`src/rtl/hftd_pkg.sv`:
```
`timescale 1ns / 1ps
// Shared types and constants for the Huffman table-walk decoder.
// No dependencies; imported by the front, back and top-level modules.
package hftd_pkg;

  // Default sizes
  localparam int TREE_ENTRIES_DEF = 1024;
  localparam int WORD_BITS_DEF    = 32;

  // Internal node range
  localparam int NODE_MIN = 256;
  localparam int NODE_MAX = 511;

  // Input action codes
  localparam logic [1:0] ACT_LOAD  = 2'd0;
  localparam logic [1:0] ACT_START = 2'd1;
  localparam logic [1:0] ACT_WORD  = 2'd2;

  // Configuration register indexes
  localparam logic CFG_ROOT_NODE  = 1'b0;
  localparam logic CFG_BYTE_COUNT = 1'b1;

  // Command kinds carried through the queue
  typedef enum logic [1:0] {
    CMD_LOAD,
    CMD_START,
    CMD_WORD
  } cmd_kind_t;

  // Command header (bitstream word travels beside it)
  typedef struct packed {
    cmd_kind_t   kind;
    logic [9:0]  addr;
    logic [15:0] value;
  } cmd_hdr_t;

  // One result item
  typedef struct packed {
    logic [7:0] byte_val;
    logic       run_last;
    logic       block_done;
    logic       bad_node;
  } res_t;

endpackage

```
`src/rtl/hftd_front.sv`:
```
`timescale 1ns / 1ps
// Front end: accepts input items, drops no-op items, and queues commands.
// Depends on hftd_pkg.
module hftd_front import hftd_pkg::*; #(
  parameter int TREE_ENTRIES = TREE_ENTRIES_DEF,
  parameter int WORD_BITS    = WORD_BITS_DEF
) (
  input  logic                 clk,
  input  logic                 rst_n,
  input  logic                 in_valid,
  output logic                 in_ready,
  input  logic [1:0]           in_action,
  input  logic [9:0]           in_tree_addr,
  input  logic signed [15:0]   in_tree_value,
  input  logic [WORD_BITS-1:0] in_bit_word,
  output logic                 q_valid,
  input  logic                 q_ready,
  output cmd_hdr_t             q_hdr,
  output logic [WORD_BITS-1:0] q_word
);

  localparam logic [1:0] QDEPTH = 2'd2;

  cmd_hdr_t             hdr_r  [2];
  logic [WORD_BITS-1:0] word_r [2];
  logic                 wr_ptr_r, wr_ptr_nxt;
  logic                 rd_ptr_r, rd_ptr_nxt;
  logic [1:0]           count_r, count_nxt;

  logic     keep;
  cmd_hdr_t hdr_in;
  logic     push, pop;

  // Classify: loads beyond the table and unused actions are dropped
  always_comb begin
    keep          = 1'b0;
    hdr_in.kind   = CMD_WORD;
    hdr_in.addr   = in_tree_addr;
    hdr_in.value  = in_tree_value;
    unique case (in_action)
      ACT_LOAD: begin
        hdr_in.kind = CMD_LOAD;
        keep        = (32'(in_tree_addr) < 32'(TREE_ENTRIES));
      end
      ACT_START: begin
        hdr_in.kind = CMD_START;
        keep        = 1'b1;
      end
      ACT_WORD: begin
        hdr_in.kind = CMD_WORD;
        keep        = 1'b1;
      end
      default: keep = 1'b0;
    endcase
  end

  assign in_ready = (count_r != QDEPTH);
  assign q_valid  = (count_r != 2'd0);
  assign q_hdr    = hdr_r[rd_ptr_r];
  assign q_word   = word_r[rd_ptr_r];

  assign push = in_valid && in_ready && keep;
  assign pop  = q_valid && q_ready;

  // Queue pointers
  always_comb begin
    wr_ptr_nxt = push ? ~wr_ptr_r : wr_ptr_r;
    rd_ptr_nxt = pop  ? ~rd_ptr_r : rd_ptr_r;
    count_nxt  = count_r + 2'(push) - 2'(pop);
  end

  always_ff @(posedge clk) begin
    if (!rst_n) begin
      wr_ptr_r <= 1'b0;
      rd_ptr_r <= 1'b0;
      count_r  <= 2'd0;
    end else begin
      wr_ptr_r <= wr_ptr_nxt;
      rd_ptr_r <= rd_ptr_nxt;
      count_r  <= count_nxt;
    end
  end

  // Queue storage
  always_ff @(posedge clk) begin
    if (push) begin
      hdr_r[wr_ptr_r]  <= hdr_in;
      word_r[wr_ptr_r] <= in_bit_word;
    end
  end

endmodule

```
`config.mk`:
```
export PLATFORM = sky130hd
export DESIGN_NAME = hftd_front
export DESIGN_NICKNAME = d
export VERILOG_FILES = /design/src/rtl/hftd_pkg.sv /design/src/rtl/hftd_front.sv
export SDC_FILE = /design/constraint.sdc
export NUM_CORES = 1
export LEC_CHECK = 0
export BUFFER_PORTS_ARGS = -buffer_cell sky130_fd_sc_hd__buf_2
export CAP_MARGIN = 15
export CORE_AREA = 3 3 100 102
export DETAILED_ROUTE_END_ITERATION = 12
export DIE_AREA = 0 0 103 105
export PLACE_DENSITY = 0.72
export SLEW_MARGIN = 20
export SYNTH_ARGS = -nofsm -noshare
export SYNTH_HDL_FRONTEND = slang
export SYNTH_SLANG_ARGS = --single-unit
export TNS_END_PERCENT = 5
```
`constraint.sdc`:
```
create_clock -name clk -period 7.2 [get_ports clk]
set_input_delay 0.72 -clock clk [delete_from_list [all_inputs] [get_ports clk]]
set_output_delay 0.72 -clock clk [all_outputs]
set_load 0.05 [all_outputs]
```
## After elaboration in Yosys (flattened, before gate mapping)

Memory sizes are Yosys's and may differ from the RTL's. A register that Yosys moved wholly into a read port is not among the register bits.
Cells that the tools add are included.

- Order comparisons: 0
- Bitwise logic cells: 2
- Equality and inequality tests: 3
- $add $sub $neg: 2
- Reductions and logical operators: 6
- Multipliers: 0
- Div/mod/pow operators: 0
- Muxes and demuxes: 8
- Shift-type cells: 0

Operator list:

| operator | count |
|---|---|
| $mux W1 | 7 |
| $pmux W2 S2 | 1 |
| $logic_and A1 B1 Y1 | 3 |
| $reduce_or A3 Y1 | 1 |
| $add A2 B1 Y2 | 1 |
| $eq A2 B1 Y1 const B | 1 |
| $eq A2 B2 Y1 const B | 1 |
| $logic_not A2 Y1 | 1 |
| $ne A2 B2 Y1 const B | 1 |
| $not A1 Y1 | 2 |
| $reduce_bool A2 Y1 | 1 |
| $sub A2 B1 Y2 | 1 |

- RAM bits: 120
- Bits in registers: 4
- Memory bits (read-only): 0
- Output and inout port bits: 62
- Bits of input ports: 64
- Memories kept: 2
- Logic and storage cells: 26
- Latch bits: 0

Memory list:

| memory | words | bits a word | rd ports | clocked after Yosys merged registers in | write ports | RTL line | RTL |
|---|---|---|---|---|---|---|---|
| word_r | 2 | 32 | 1 | 1 | 1 | hftd_front.sv:25 | `logic [WORD_BITS-1:0] word_r [2];` |
| hdr_r | 2 | 28 | 1 | 1 | 1 | hftd_front.sv:24 | `cmd_hdr_t hdr_r [2];` |

## Depth between registers and ports, before layout

Gate-level depths: netlist (run 1).

- Depth in word-level cells: 6
- Depth in mapped cells: 7
- Mapped depth without buffers: 7

## Worst setup path before layout (run 1)

OpenSTA, ideal clock, no wires.

- Path kind: input -> register
- Start: input in_valid
- End: memory hdr_r[0][0] in the netlist's numbering, enable pin
- Required time: 6.722 ns
- Library setup time: 0.478 ns
- Slack: 3.150 ns
- Arrival: 3.571 ns
- Stages: 3
- Buffers on the path: 0
- Cells stage by stage: a21boi_2 -> nand2_1 -> nor2_1

- Longest elaborated chain between the ends: 4

Ends and longest elaborated chain:

| element | RTL line | RTL |
|---|---|---|
| from (decl) | hftd_front.sv:10 | `input logic in_valid,` |
| $logic_and A1 B1 Y1 (2 in a row) | hftd_front.sv:62 | `assign push = in_valid && in_ready && keep;` |
| $mux W1 | hftd_front.sv:86 | `if (push) begin` |
| $mux W1 (implied by the code) | hftd_front.sv:87 | `hdr_r[wr_ptr_r] <= hdr_in;` |
| to (decl) | hftd_front.sv:24 |  |

Every way passes these cells.

==> impl_metrics.py, run 1 <==
metrics = {
    "status": {
        "outcome": "completed",
    },
    "cts": {
        "cts_hold_buf": 0,
        "clock_latency_ns": 0.50,
        "clock-root-buffer": "clkbuf_8",
        "cts_buffer_depth": 2,
        "cts.reportedPaths.clkPinSlew_ns": 0.06,
        "cts_resized": 0,
        "clock_sinks": 125,
        "htree_levels": 4,
        "cts_tree": "yes",
        "numCtsBuffers": 17,
        "postCtsSetupBuffers": 0,
    },
    "yosys": {
        "ys_warn_count": 0,
        "synthesis.area_um2": 4590,
        "synthDistinctLibCells": 22,
        "ys_seq_elements": 125,
        "syn_inst": 220,
        "yosysSeqAreaShare": 0.806,
        "avgSynthCellArea_um2": 20.9,
        "synth_nets": 285,
    },
    "global_routing": {
        "grt_pass1_vias": 2519,
        "gr-total-overflow": 0,
        "grt_pass1_wl_mm": 12.1,
        "antenna_found_initial": 0,
        "grt_max_degree": 50,
        "grt_usage": 0.152,
    },
    "finish": {
        "fillCellCount": 676,
        "final_cell_mix": "buf_2 (125), edfxtp_1 (120), mux2_2 (60)",
        "finish.utilization": 0.654,
        "final_common_cell": "buf_2",
        "drive_above_1_share": 0.599,
        "stdcell_count": 483,
        "area_growth_pct": 30.9,
        "finalNetCount": 424,
        "antenna_cells": 0,
    },
    "drt": {
        "dr.pass1.iters": 4,
        "vias": 2447,
        "drtIter0Drc": 132,
        "wl_per_cell_um": 16.7,
        "drc_errors": 0,
        "ant_nets": 0,
        "routed_via_density": 5.07,
        "routed_wl_mm": 8.05,
    },
    "timing": {
        "fin_crit_ns": 3.19,
        "setup_viol": 0,
        "hold_ws_ns": 0.405,
        "relSlewSlack": 0.400,
        "rsz0062_at_grt": "false",
        "clock.fmax_mhz": 313,
        "finalHoldViolCount": 0,
        "period_share": 0.444,
        "worstMarginPinSlew_ns": 0.900,
        "maxSlewViolCount": 0,
        "clock_skew_ns": 0.00651,
        "finalSetupTns_ns": 0,
    },
    "critical_path": {
        "crit_chain": "buf_4 -> mux2_2 -> buf_2",
        "path_max_fanout": 37,
        "max_stage_delay_ns": 0.90,
        "cp_data_arrival_time_ns": 2.47,
        "crit_required_ns": 6.48,
        "cp_slowest_cell": "dfxtp_2",
        "worstSetupPathType": "flop to primary output",
        "worstSetupStartpointType": "flop",
        "setup.worst_path.end_class": "primary output",
    },
    "die": {
        "start_util": 0.499,
        "die_area_um2": 10800,
        "die_y_um": 105,
        "ios": 126,
        "core-area_um2": 9200,
        "die_w_um": 103,
        "rows": 35,
    },
    "placed_design": {
        "dp_hpwl_mm": 5.17,
        "gp_congestion": 0.690,
        "port_buffers": 125,
        "dp.cells": 451,
    },
    "flow_run": {
        "cap_violations": 0,
    },
    "hold_path": {
        "min_path_type": "primary input to flop",
    },
    "pwr": {
        "power_density_nw_per_um2": 403,
        "power_leakage_nw": 2.26,
        "ir_drop_mv": 0.222,
    },
}
layout make-up:
cell class / instances / area [um2] / area share
clock buffers: 18 / 418 / 0.0695
clock inverters: 14 / 243 / 0.0404
multi-input cells: 87 / 860 / 0.143
flip-flops and latches: 125 / 3700 / 0.616
well taps: 111 / 139 / 0.0231
repair buffers: 128 / 648 / 0.108
worst max-delay path: cells and delay by family, from the launching register on:
kind                   cells  cell delay [ns]
buffers and inverters      2             0.65
DFF                        1             0.90
muxes                      1             0.38
registers in the layout, indices dropped and copies added, names as in the netlist, named ones only:
register	flops
wr_ptr_r	1
count_r	2
rd_ptr_r	1
word_r	64
hdr_r	56
worst paths after layout:
kind / cells after the start / to / slack (ns) / start
min: 1 / hdr_r[0][6] / 0.40 / in_tree_value[6]
max reg2reg: 4 / word_r[0][16] / 5.12 / count_r[0]
max: 3 / q_hdr[20] / 4.01 / flop
min reg2reg: 2 / flop / 0.58 / rd_ptr_r
power breakdown:
part	internal, W	total (W)	switching, W
Clock	0.000633	0.000928	0.000295
Sequential	0.000877	0.000917	0.0000399
Combinational	0.000167	0.000577	0.000410
cell usage after synthesis:
cell      count  share of area
o21ai_0       1         0.0011
a21oi_1       2         0.0022
and2_1        4         0.0054
mux2_2       60           0.15
dfxtp_1       5          0.022
clkbuf_1      1        0.00082
and3_1        1         0.0014
xnor2_1       2         0.0038
edfxtp_1    120           0.78
ha_1          1         0.0027
buf_2         7         0.0076
nand2_1       4         0.0033
nand3_1       1         0.0011
mux2i_1       1         0.0022
a211oi_1      1         0.0016
and2b_1       1         0.0016
or2_1         1         0.0014
nor3_2        1         0.0022
a21boi_2      1         0.0025
nand2b_1      2         0.0027
nor2_1        2         0.0016
nor2b_1       1         0.0014
layer usage:
metal / up-vias / share of wire / global-route usage
li1: 1141 / - / -
met1: 1196 / 0.42 / 0.183
met2: 105 / 0.50 / 0.245
met3: 5 / 0.079 / 0.0567
met4: 0 / 0.0073 / 0.0583
met5: - / 0 / 0
per-stage QoR:
step                instance area (um2)  setup slack (ns)  power, W
finish                             6010              4.01   0.00242
global route                       6010              3.85   0.00251
CTS                                6010              3.93   0.00245
detailed placement                 5350              4.47   0.00151
global placement                   5350              4.47   0.00151
floorplan                          4590              3.15   0.00139
cell families after synthesis:
logic type               after synthesis  synth area share
AO/OA/AOI/OAI                          5           0.00735
XOR/XNOR                               2           0.00381
adder cells (fa/ha/maj)                1           0.00272
buffers and inverters                  8           0.00844
flip-flops                           125             0.806
multiplexers                          61             0.149
AND/OR/NAND/NOR                       18            0.0221
No activity file was read; power rests on OpenSTA's default activity.
==> inputs of run 2 (changes only) <==
==> constraint.sdc (replaced) <==
create_clock -name clk -period 3 [get_ports clk]
set_input_delay 0.3 -clock clk [delete_from_list [all_inputs] [get_ports clk]]
set_output_delay 0.3 -clock clk [all_outputs]
set_load 0.05 [all_outputs]
==> run 2 against run 1 <==
  * Sequential power up 130%
  * Core utilization increased by 5.9 points
  * Critical endpoint is now q_hdr[25]
  * Critical path depth unchanged
==> impl_metrics.py, run 2 (same netlist as run 1, synthesis figures left out) <==
metrics = {
    "status": {
        "outcome": "completed",
    },
    "critical_path": {
        "crit_chain": "buf_4 -> mux2_2 -> buf_2",
        "max_stage_delay_ns": 0.40,
        "crit_required_ns": 2.70,
        "cp_data_arrival_time_ns": 1.83,
        "path_max_fanout": 31,
        "cp_top_family": "buffers and inverters",
        "path_buf_inv": 2,
        "cp_slowest_cell": "mux2_2",
        "setup.worst_path.end_class": "primary output",
        "worstSetupStartpointType": "flop",
        "worstSetupPathType": "flop to primary output",
    },
    "finish": {
        "area_growth_pct": 42.8,
        "finalNetCount": 484,
        "multiInputGateArea_um2": 860,
        "largest_reg_flops": 64,
        "final_common_cell": "buf_2",
        "largest_registers": "word_r (64), hdr_r (56), count_r (2)",
        "finish.utilization": 0.713,
        "final-seq-area_um2": 3700,
        "stdcell_count": 543,
        "antenna_cells": 0,
        "largest_register": "word_r",
        "final_cell_mix": "buf_2 (125), edfxtp_1 (120), mux2_2 (60)",
        "fillCellCount": 609,
        "drive_above_1_share": 0.519,
    },
    "die": {
        "start_util": 0.499,
        "die_w_um": 103,
        "rows": 35,
        "ios": 126,
        "core-area_um2": 9200,
        "die_area_um2": 10800,
        "die_y_um": 105,
    },
    "placed_design": {
        "dp.cells": 453,
        "port_buffers": 125,
        "place_ws_ns": 0.975,
        "dp_hpwl_mm": 5.17,
        "gp_congestion": 0.757,
    },
    "drt": {
        "ant_nets": 0,
        "drtIter0Drc": 93,
        "routed_wl_mm": 8.84,
        "drc_errors": 0,
        "wl_per_cell_um": 16.3,
        "dr.pass1.iters": 4,
        "routed_via_density": 4.95,
        "vias": 2687,
    },
    "hold_path": {
        "min_path_type": "primary input to flop",
    },
    "cts": {
        "cts.reportedPaths.clkPinSlew_ns": 0.06,
        "cts_tree": "yes",
        "clock_latency_ns": 0.51,
        "clock_sinks": 125,
        "clock-root-buffer": "clkbuf_8",
        "htree_levels": 4,
        "postCtsSetupBuffers": 0,
        "cts_buffer_depth": 2,
        "numCtsBuffers": 17,
    },
    "pwr": {
        "p_clk_frac": 0.351,
        "ir_drop_mv": 0.466,
        "power_leakage_nw": 2.49,
        "comb_power_share": 0.268,
        "sw_frac_of_total": 0.322,
        "pwr-share-seq": 0.381,
        "p_sw_w": 0.00182,
        "power_density_nw_per_um2": 861,
        "intPower_w": 0.00383,
    },
    "timing": {
        "worstMarginPinSlew_ns": 0.639,
        "setup_viol": 0,
        "clock_skew_ns": 0.0107,
        "clock.fmax_mhz": 470,
        "rsz0062_at_grt": "false",
        "finalHoldViolCount": 0,
        "hold_ws_ns": 0.0314,
        "relSlewSlack": 0.574,
        "fin_crit_ns": 2.13,
        "finalSetupTns_ns": 0,
        "worst_slack_ns": 0.874,
        "maxSlewViolCount": 0,
        "period_share": 0.709,
    },
    "global_routing": {
        "gr-total-overflow": 0,
        "grt_pass1_wl_mm": 13.4,
        "grt_max_degree": 59,
        "grt_pass1_vias": 2751,
        "antenna_found_initial": 0,
        "grt_usage": 0.169,
    },
    "flow_run": {
        "cap_violations": 0,
    },
}
-- run 2: changes by cell type in the layout (fill, tap and decap cells not counted) --
cell,before,now
clkinv_4,5,3
buf_12,0,2
dlygate4sd3_1,0,58
clkinvlp_4,2,3
inv_6,0,2
clkinv_1,1,2
bufinv_16,6,3
clkinv_2,0,1
-- run 2: per-stage QoR --
stage / total power (W) / cell area [um2]
finish: 0.00565 / 6560
global route: 0.00587 / 6560
CTS: 0.00570 / 6560
detailed placement: 0.00365 / 5390
global placement: 0.00363 / 5390
floorplan: 0.00332 / 4600
-- run 2: worst paths after layout --
path              cells after the start      endpoint  slack (ns)    startpoint
hold / removal                        1  hdr_r[0][27]        0.03  in_action[1]
hold reg to reg                       2          flop        0.58      rd_ptr_r
setup / recovery                      3     q_hdr[25]        0.87          flop
setup reg to reg                      3  word_r[1][9]        1.14    count_r[0]
-- run 2: power by group through the flow --
stage | Sequential (W) | Combinational (W) | Clock (W)
6_report | 0.00215 | 0.00152 | 0.00198
4_1_cts | 0.00215 | 0.00153 | 0.00202
5_1_grt | 0.00216 | 0.00159 | 0.00211
3_5_place_dp | 0.00218 | 0.00147 | 0
3_3_place_gp | 0.00217 | 0.00146 | 0
2_1_floorplan | 0.00217 | 0.00115 | 0
-- run 2: timing repair --
action / 4_1_cts / 5_1_grt
resized for setup: 0 / 0
hold buffers: 58 / 0
hold endpoints to repair: 116 / 0
-- run 2: area by class of cell --
type,instances,share of cell area
multi-input combinational,87,0.131
clock inverter,14,0.0258
sequential,125,0.565
clock buffer,18,0.0637
timing repair buffer,188,0.193
tap,111,0.0212
-- run 2: routing by layer --
metal	track usage	up-vias	wire length, um
met1	0.186	1333	3480
met4	0.0777	0	89
met3	0.0534	9	480
met2	0.291	78	4780
li1	-	1267	-
met5	0	-	0
